**config.mk**
```make
export PLATFORM = sky130hd
export DESIGN_NAME = microwave_oven_controller_unit_flat
export DESIGN_NICKNAME = d
export VERILOG_FILES = /design/src/hw/rtl/mwoc_pkg.sv /design/src/hw/rtl/mwoc_if.sv /design/src/hw/rtl/microwave_oven_controller_unit.sv /design/src/hw/rtl/mwoc_core.sv /design/src/flat_wrapper.sv
export SDC_FILE = /design/constraint.sdc
export NUM_CORES = 1
export LEC_CHECK = 0
export ABC_AREA = 1
export ABC_CLOCK_PERIOD_IN_PS = 3200
export BUFFER_PORTS_ARGS = -buffer_cell sky130_fd_sc_hd__buf_2
export CORE_MARGIN = 2
export CORE_UTILIZATION = 35
export CTS_BUF_LIST = sky130_fd_sc_hd__clkbuf_4 sky130_fd_sc_hd__clkbuf_8
export DETAILED_ROUTE_END_ITERATION = 10
export GPL_ROUTABILITY_DRIVEN = 0
export GPL_TIMING_DRIVEN = 1
export PLACE_DENSITY = 0.6
export SLEW_MARGIN = 0
export SYNTH_ARGS = -nofsm -noshare
export SYNTH_HDL_FRONTEND = slang
export SYNTH_SLANG_ARGS = --single-unit
```
**constraint.sdc**
```tcl
create_clock -name clock -period 3.2 [get_ports clock]
set_input_delay 0.64 -clock clock [delete_from_list [all_inputs] [get_ports clock]]
set_output_delay 0.64 -clock clock [all_outputs]
set_load 0.005 [all_outputs]
```
**src/hw/rtl/mwoc_pkg.sv**
```systemverilog
// ----------------------------------------------------------------------------
// mwoc_pkg
// Shared types and constants for the microwave oven controller.
// ----------------------------------------------------------------------------
package mwoc_pkg;

   // Default number of 100 ms ticks that make one cooking second
   localparam int unsigned TICKS_PER_SECOND_DEF = 10;

   localparam int unsigned KIND_W   = 2;
   localparam int unsigned SECS_W   = 8;
   localparam int unsigned TICK_W   = 4;
   localparam int unsigned MODE_W   = 2;

   typedef enum logic [KIND_W-1:0] {
      EV_TICK   = 2'd0,
      EV_DOOR   = 2'd1,
      EV_BUTTON = 2'd2,
      EV_SELECT = 2'd3
   } event_kind_type;

   typedef enum logic [MODE_W-1:0] {
      MODE_OFF   = 2'd0,
      MODE_RUN   = 2'd1,
      MODE_PAUSE = 2'd2
   } oven_mode_type;

   // One input event
   typedef struct packed {
      logic [KIND_W-1:0] kind;
      logic              door_closed;
      logic [SECS_W-1:0] time_value;
   } event_type;

   // One result item
   typedef struct packed {
      logic              magnetron_on;
      logic              inner_light_on;
      logic              cook_light_on;
      logic [MODE_W-1:0] oven_mode;
      logic [SECS_W-1:0] seconds_left;
      logic              refresh;
   } result_type;

endpackage

```
**src/hw/rtl/mwoc_if.sv**
```systemverilog
// ----------------------------------------------------------------------------
// mwoc_if
// Valid/ready channels for oven events and oven results.
// ----------------------------------------------------------------------------
interface mwoc_req_if
   import mwoc_pkg::*;
();
   logic              valid;
   logic              ready;
   logic [KIND_W-1:0] kind;
   logic              door_closed;
   logic [SECS_W-1:0] time_value;

   modport source (output valid, output kind, output door_closed, output time_value,
                   input ready);
   modport sink   (input valid, input kind, input door_closed, input time_value,
                   output ready);
endinterface

interface mwoc_rsp_if
   import mwoc_pkg::*;
();
   logic              valid;
   logic              ready;
   logic              magnetron_on;
   logic              inner_light_on;
   logic              cook_light_on;
   logic [MODE_W-1:0] oven_mode;
   logic [SECS_W-1:0] seconds_left;
   logic              refresh;

   modport source (output valid, output magnetron_on, output inner_light_on,
                   output cook_light_on, output oven_mode, output seconds_left,
                   output refresh, input ready);
   modport sink   (input valid, input magnetron_on, input inner_light_on,
                   input cook_light_on, input oven_mode, input seconds_left,
                   input refresh, output ready);
endinterface

```
**src/hw/rtl/microwave_oven_controller_unit.sv**
```systemverilog
// ----------------------------------------------------------------------------
// microwave_oven_controller_unit
// Cooking-timer controller: one result transfer for every event transfer.
// ----------------------------------------------------------------------------
//
//   channel | direction | carries
//   --------+-----------+----------------------------------------------------
//   req_ch  | in        | kind, door_closed, time_value (one event)
//   rsp_ch  | out       | lights, heater, mode, seconds left, refresh flag
//
//   One event a cycle while the result is not stalled: the update is a
//   single combinational pass from the event and the state registers into
//   the result register, which is valid in the cycle after the transfer.
//   Reset (synchronous) puts the oven off, door open, all counts zero.
//   A stalled result holds in the result register; a new event is still
//   taken in the cycle the held result is transferred out.
//
module microwave_oven_controller_unit
   import mwoc_pkg::*;
#(
   parameter int unsigned TICKS_PER_SECOND = TICKS_PER_SECOND_DEF
) (
   input  logic        clock,
   input  logic        reset,
   mwoc_req_if.sink    req_ch,
   mwoc_rsp_if.source  rsp_ch
);

   logic       rsp_valid_ff, rsp_valid_in;
   result_type rsp_data_ff;
   result_type next_result;
   event_type  evt;
   logic       evt_accept;

   // Take an event whenever the result register is empty or drains this cycle
   assign req_ch.ready = !rsp_valid_ff || rsp_ch.ready;
   assign evt_accept   = req_ch.valid && req_ch.ready;

   assign evt = '{
      kind:        req_ch.kind,
      door_closed: req_ch.door_closed,
      time_value:  req_ch.time_value
   };

   mwoc_core #(
      .TICKS_PER_SECOND (TICKS_PER_SECOND)
   ) u_core (
      .clock      (clock),
      .reset      (reset),
      .evt_accept (evt_accept),
      .evt        (evt),
      .result     (next_result)
   );

   // Hold the result until the sink takes it; refill on each event transfer
   always_comb begin
      rsp_valid_in = rsp_valid_ff;
      if (evt_accept) begin
         rsp_valid_in = 1'b1;
      end else if (rsp_ch.ready) begin
         rsp_valid_in = 1'b0;
      end
   end

   always_ff @(posedge clock) begin
      if (reset) begin
         rsp_valid_ff <= 1'b0;
      end else begin
         rsp_valid_ff <= rsp_valid_in;
      end
   end

   // Payload needs no reset
   always_ff @(posedge clock) begin
      if (evt_accept) begin
         rsp_data_ff <= next_result;
      end
   end

   assign rsp_ch.valid          = rsp_valid_ff;
   assign rsp_ch.magnetron_on   = rsp_data_ff.magnetron_on;
   assign rsp_ch.inner_light_on = rsp_data_ff.inner_light_on;
   assign rsp_ch.cook_light_on  = rsp_data_ff.cook_light_on;
   assign rsp_ch.oven_mode      = rsp_data_ff.oven_mode;
   assign rsp_ch.seconds_left   = rsp_data_ff.seconds_left;
   assign rsp_ch.refresh        = rsp_data_ff.refresh;

endmodule

```
**src/hw/rtl/mwoc_core.sv**
```systemverilog
// ----------------------------------------------------------------------------
// mwoc_core
// Oven state registers and the single-pass update for one event.
// ----------------------------------------------------------------------------
module mwoc_core
   import mwoc_pkg::*;
#(
   parameter int unsigned TICKS_PER_SECOND = TICKS_PER_SECOND_DEF
) (
   input  logic       clock,
   input  logic       reset,
   input  logic       evt_accept,
   input  event_type  evt,
   output result_type result
);

   localparam logic [TICK_W-1:0] TICK_LAST = TICK_W'(TICKS_PER_SECOND);

   oven_mode_type     mode_ff, mode_in;
   logic              door_ff, door_in;
   logic [SECS_W-1:0] remaining_ff, remaining_in;
   logic [SECS_W-1:0] selection_ff, selection_in;
   logic [TICK_W-1:0] tick_ff, tick_in;
   logic              heater_ff, heater_in;
   logic              lamp_ff, lamp_in;
   logic              blink_ff, blink_in;
   logic              refresh;

   logic [TICK_W-1:0] tick_inc;
   logic              second_done;
   logic              run_end;
   logic              button_stop;
   logic              button_start;

   assign tick_inc     = tick_ff + TICK_W'(1);
   assign second_done  = (mode_ff == MODE_RUN) && (tick_inc >= TICK_LAST);
   assign run_end      = (evt.kind == EV_TICK) && second_done && (remaining_ff == '0);
   assign button_stop  = (evt.kind == EV_BUTTON) &&
                         ((door_ff && mode_ff == MODE_RUN) ||
                          (!door_ff && mode_ff != MODE_OFF));
   assign button_start = (evt.kind == EV_BUTTON) && door_ff && (mode_ff != MODE_RUN);

   // Next mode
   always_comb begin
      mode_in = mode_ff;
      if (run_end || button_stop) begin
         mode_in = MODE_OFF;
      end else if (button_start) begin
         mode_in = MODE_RUN;
      end else if (evt.kind == EV_DOOR && mode_ff == MODE_RUN && !evt.door_closed) begin
         mode_in = MODE_PAUSE;
      end
   end

   // Datapath and lights
   always_comb begin
      door_in      = door_ff;
      remaining_in = remaining_ff;
      selection_in = selection_ff;
      tick_in      = tick_ff;
      heater_in    = heater_ff;
      lamp_in      = lamp_ff;
      blink_in     = blink_ff;
      refresh      = 1'b1;
      case (evt.kind)
         EV_TICK: begin
            refresh = 1'b0;
            if (mode_ff == MODE_PAUSE || mode_ff == MODE_RUN) begin
               blink_in = ~blink_ff;
            end
            if (mode_ff == MODE_RUN) begin
               tick_in = tick_inc;
               if (second_done) begin
                  tick_in = '0;
                  refresh = 1'b1;
                  if (remaining_ff != '0) begin
                     remaining_in = remaining_ff - SECS_W'(1);
                  end else begin
                     heater_in = 1'b0;
                     lamp_in   = 1'b0;
                     blink_in  = 1'b0;
                  end
               end
            end
         end
         EV_DOOR: begin
            door_in = evt.door_closed;
            if (mode_ff == MODE_RUN && !evt.door_closed) begin
               heater_in = 1'b0;
            end
            lamp_in = !evt.door_closed || (mode_in == MODE_RUN);
         end
         EV_BUTTON: begin
            if (button_stop) begin
               remaining_in = '0;
               heater_in    = 1'b0;
               lamp_in      = 1'b0;
               blink_in     = 1'b0;
            end else if (button_start) begin
               if (remaining_ff == '0) begin
                  remaining_in = selection_ff;
               end
               heater_in = 1'b1;
               lamp_in   = 1'b1;
            end
         end
         default: begin
            selection_in = evt.time_value;
         end
      endcase
   end

   // Result reflects the state after the event
   assign result = '{
      magnetron_on:   heater_in,
      inner_light_on: lamp_in,
      cook_light_on:  blink_in,
      oven_mode:      mode_in,
      seconds_left:   remaining_in,
      refresh:        refresh
   };

   always_ff @(posedge clock) begin
      if (reset) begin
         mode_ff      <= MODE_OFF;
         door_ff      <= 1'b0;
         remaining_ff <= '0;
         selection_ff <= '0;
         tick_ff      <= '0;
         heater_ff    <= 1'b0;
         lamp_ff      <= 1'b0;
         blink_ff     <= 1'b0;
      end else if (evt_accept) begin
         mode_ff      <= mode_in;
         door_ff      <= door_in;
         remaining_ff <= remaining_in;
         selection_ff <= selection_in;
         tick_ff      <= tick_in;
         heater_ff    <= heater_in;
         lamp_ff      <= lamp_in;
         blink_ff     <= blink_in;
      end
   end

   a_heater_only_running: assert property (@(posedge clock) disable iff (reset)
      heater_ff |-> mode_ff == MODE_RUN)
      else $error("heater on outside a run");

   a_off_is_clear: assert property (@(posedge clock) disable iff (reset)
      mode_ff == MODE_OFF |-> (remaining_ff == '0 && !blink_ff))
      else $error("oven off with time or blink left");

   a_tick_in_range: assert property (@(posedge clock) disable iff (reset)
      tick_ff < TICK_LAST)
      else $error("tick count reached a full second");

   a_select_keeps_mode: assert property (@(posedge clock) disable iff (reset)
      evt_accept && evt.kind == EV_SELECT |=> $stable(mode_ff) && $stable(remaining_ff))
      else $error("time selection disturbed the run");

endmodule
```
**src/flat_wrapper.sv**
```systemverilog
// flat-port wrapper written by rule: the top's interface ports become plain ports
module microwave_oven_controller_unit_flat import mwoc_pkg::*;
#(
   parameter int unsigned TICKS_PER_SECOND = TICKS_PER_SECOND_DEF
)
  (clock, reset, req_ch_valid, req_ch_kind, req_ch_door_closed, req_ch_time_value, req_ch_ready, rsp_ch_valid, rsp_ch_magnetron_on, rsp_ch_inner_light_on, rsp_ch_cook_light_on, rsp_ch_oven_mode, rsp_ch_seconds_left, rsp_ch_refresh, rsp_ch_ready);
  mwoc_req_if req_ch_i ();
  mwoc_rsp_if rsp_ch_i ();
  input  logic clock;
  input  logic reset;
  input wire logic [$bits(req_ch_i.valid)-1:0] req_ch_valid;
  input wire logic [$bits(req_ch_i.kind)-1:0] req_ch_kind;
  input wire logic [$bits(req_ch_i.door_closed)-1:0] req_ch_door_closed;
  input wire logic [$bits(req_ch_i.time_value)-1:0] req_ch_time_value;
  output wire logic [$bits(req_ch_i.ready)-1:0] req_ch_ready;
  output wire logic [$bits(rsp_ch_i.valid)-1:0] rsp_ch_valid;
  output wire logic [$bits(rsp_ch_i.magnetron_on)-1:0] rsp_ch_magnetron_on;
  output wire logic [$bits(rsp_ch_i.inner_light_on)-1:0] rsp_ch_inner_light_on;
  output wire logic [$bits(rsp_ch_i.cook_light_on)-1:0] rsp_ch_cook_light_on;
  output wire logic [$bits(rsp_ch_i.oven_mode)-1:0] rsp_ch_oven_mode;
  output wire logic [$bits(rsp_ch_i.seconds_left)-1:0] rsp_ch_seconds_left;
  output wire logic [$bits(rsp_ch_i.refresh)-1:0] rsp_ch_refresh;
  input wire logic [$bits(rsp_ch_i.ready)-1:0] rsp_ch_ready;
  assign req_ch_i.valid = req_ch_valid;
  assign req_ch_i.kind = req_ch_kind;
  assign req_ch_i.door_closed = req_ch_door_closed;
  assign req_ch_i.time_value = req_ch_time_value;
  assign req_ch_ready = req_ch_i.ready;
  assign rsp_ch_valid = rsp_ch_i.valid;
  assign rsp_ch_magnetron_on = rsp_ch_i.magnetron_on;
  assign rsp_ch_inner_light_on = rsp_ch_i.inner_light_on;
  assign rsp_ch_cook_light_on = rsp_ch_i.cook_light_on;
  assign rsp_ch_oven_mode = rsp_ch_i.oven_mode;
  assign rsp_ch_seconds_left = rsp_ch_i.seconds_left;
  assign rsp_ch_refresh = rsp_ch_i.refresh;
  assign rsp_ch_i.ready = rsp_ch_ready;
  microwave_oven_controller_unit #(.TICKS_PER_SECOND(TICKS_PER_SECOND)) u_core (.clock(clock), .reset(reset), .req_ch(req_ch_i), .rsp_ch(rsp_ch_i));
endmodule
```
==> flow_summary.toml <==
[power]
power.density_nw_per_um2 = 473
ir_drop_v = 0.000178
p_leak_nw = 1.13

[placement]
post-place-ws_ns = 0.933
dp.cells = 380
hpwlAfterDp_mm = 3.69
port_buffers = 30

[synth]
synthArstFlopShare_pct = 0
yosysMostFrequentCell = "nand2_1"
synth_warnings = 0
synthCells = 280
ys_top_cells_by_area = "dfxtp_1 25%, edfxtp_1 19%, nand2_1 9.0%"
synth_area_leader_cell = "dfxtp_1"
syn_avg_cell_area_sq_um = 7.87
synthesis.area_sq_um = 2200
ys_types = 35
synth.top_cell.area_share_pct = 24.5
ys.flop_type = "dfxtp_1"
synth_common_cells = "53 x nand2_1, 43 x inv_1, 29 x a21oi_1, 27 x dfxtp_1, 17 x nor2_1"
synth_fp_nets = 299
synth-seq-area-share_pct = 43.6
synth_seq_cells = 41
synth_edf_count = 14

[route]
wl_mm = 4.79
drc_errors = 0
dr.pass1.iters = 4
vias = 1901
wire_per_inst_um = 12.3
drt.antenna.violating_nets = 0
vias_per_cell = 4.90
drtIter0Drc = 111

[floorplanning]
coreArea_sq_um = 5990
die_x_um = 83.3
io_pins = 31
floorplan.initialDensity_pct = 36.8
row_count = 28
die_h_um = 83.3
die-area_sq_um = 6950

[cts]
numClockSinks = 41
numCtsBuffers = 5
post_cts_buffers = 0
cts_resized = 0
cts_tree = "yes"
clk_pin_slew_ns = 0.08
cts_buffer_depth = 2
cts_root_buf = "clkbuf_8"
cts-hold-fix-buffers = 0
htreeDepth = 2
worst_skew_pair.late_latency_ns = 0.29

[layout]
fillCellCount = 638
n_antenna_cell = 0
instances_no_fill = 388
multi_input_area_sq_um = 1010
drive_gt1_share_pct = 22.0
final_util_pct = 42.4
num-nets-final = 331
ff_latch_area_sq_um = 961
syn_to_final_growth_pct = 15.2

[sta]
finalSetupTns_ns = 0
period_share_pct = 70.9
tightest_slew_ns = 0.518
fin_ws_ns = 0.932
maxSlewViolCount = 0
max_freq_mhz = 441
fin_worst_skew_ns = 0.0103
setup_violations = 0
finalHoldViolCount = 0
slew_headroom_pct = 65.4
rsz0062_at_grt = "no"
timing.hold.ws_ns = 0.463
post-route-min-period_ns = 2.27

[global_route]
grt_max_degree = 23
grt_usage_pct = 14.5
grt_antenna_before_repair = 0
grt-ovfl-total = 0
grt_pass1_wl_mm = 8.31
grt_pass1_vias = 1846

[setup_path]
cp_max_fo = 11
critical_path_class = "register to register"
startpoint_type = "register"
crit_required_ns = 3.26
crit_arrival_ns = 2.32
cp-end-kind = "register"
reg2reg_depth = 14

[flow_run]
drv_cap = 0

[worst_hold_path]
hp-class = "register to register"
holdPathStages = 2

[status]
status = "completed"
cell usage in the layout (no fill, tap or decap), types with 6 or more instances in the layout:
master	n
dfxtp_1	27
o21ai_1	7
inv_1	43
nor2_1	17
edfxtp_1	14
nand2_1	53
clkbuf_8	6
a21oi_1	29
buf_2	30
nand3_1	16
o21ai_0	15
kinds of logic after synthesis:
kind of cell / after synthesis / synth area share (%)
AND/OR/NAND/NOR: 111 / 25.0
AO/OA/AOI/OAI: 66 / 17.8
buffers and inverters: 56 / 10.5
flip-flops: 41 / 43.6
adder cells (fa/ha/maj): 4 / 2.27
XOR/XNOR: 2 / 0.795
sequential cells by signal (all words and copies together), names as in the netlist:
name                          cells
u_core.rsp_ch.inner_light_on      1
u_core.rsp_ch.cook_light_on       1
u_core.u_core.heater_ff           1
u_core.u_core.tick_ff             4
u_core.rsp_ch.magnetron_on        1
u_core.u_core.blink_ff            1
u_core.u_core.remaining_ff        8
u_core.rsp_ch.oven_mode           2
u_core.u_core.mode_ff             2
u_core.u_core.selection_ff        8
u_core.rsp_ch.seconds_left        8
u_core.u_core.door_ff             1
u_core.rsp_ch.valid               1
u_core.rsp_ch.refresh             1
u_core.u_core.lamp_ff             1
metrics by stage:
stage | cell area, sq um | total power (W)
finish | 2540 | 0.00120
global route | 2540 | 0.00127
CTS | 2540 | 0.00121
detailed placement | 2420 | 0.000777
global placement | 2420 | 0.000774
floorplan | 2200 | 0.000721
where the power goes:
part	internal (W)	switching [W]	leakage, nW
Combinational	0.0000633	0.000112	0.712
Sequential	0.000572	0.0000171	0.361
Clock	0.000263	0.000172	0.0619
final timing paths:
kind | slack [ns] | startpoint | end
hold / removal | 0.46 | u_core.u_core.selection_ff[0]$_SDFFE_PP0P_ | u_core.u_core.selection_ff[0]$_SDFFE_PP0P_
hold reg to reg | 0.46 | u_core.u_core.selection_ff[0]$_SDFFE_PP0P_ | u_core.u_core.selection_ff[0]$_SDFFE_PP0P_
setup / recovery | 0.93 | u_core.u_core.tick_ff[1]$_SDFFE_PP0P_ | u_core.rsp_ch.inner_light_on$_DFFE_PP_
setup reg to reg | 0.93 | u_core.u_core.tick_ff[1]$_SDFFE_PP0P_ | u_core.rsp_ch.inner_light_on$_DFFE_PP_
routing by layer:
layer	global-route usage, %	up-vias	wire length (um)
met4	3.58	0	65
met3	3.38	9	141
met2	25.4	24	2320
met1	17.8	882	2260
li1	-	986	-
met5	0	-	0
critical path, stage by stage, from the launching register on:
cell     delay, ns
dfxtp_1       0.40
inv_1         0.06
ha_1          0.26
inv_1         0.07
nor2_1        0.04
nand3_1       0.06
nand2_1       0.07
nor2_2        0.42
nand2_1       0.09
nand2_1       0.17
nand2_1       0.09
a21oi_1       0.13
nand2_1       0.06
nand2_1       0.07
inv_1         0.04
final cells by class:
class,instances,share of cell area (%)
Timing Repair Buffer,32,6.51
Multi-Input combinational cell,183,39.8
Clock inverter,1,1.18
Clock buffer,7,3.55
Inverter,49,7.35
Sequential cell,41,37.9
Tap cell,75,3.70
(Power assumes the default switching activity.)
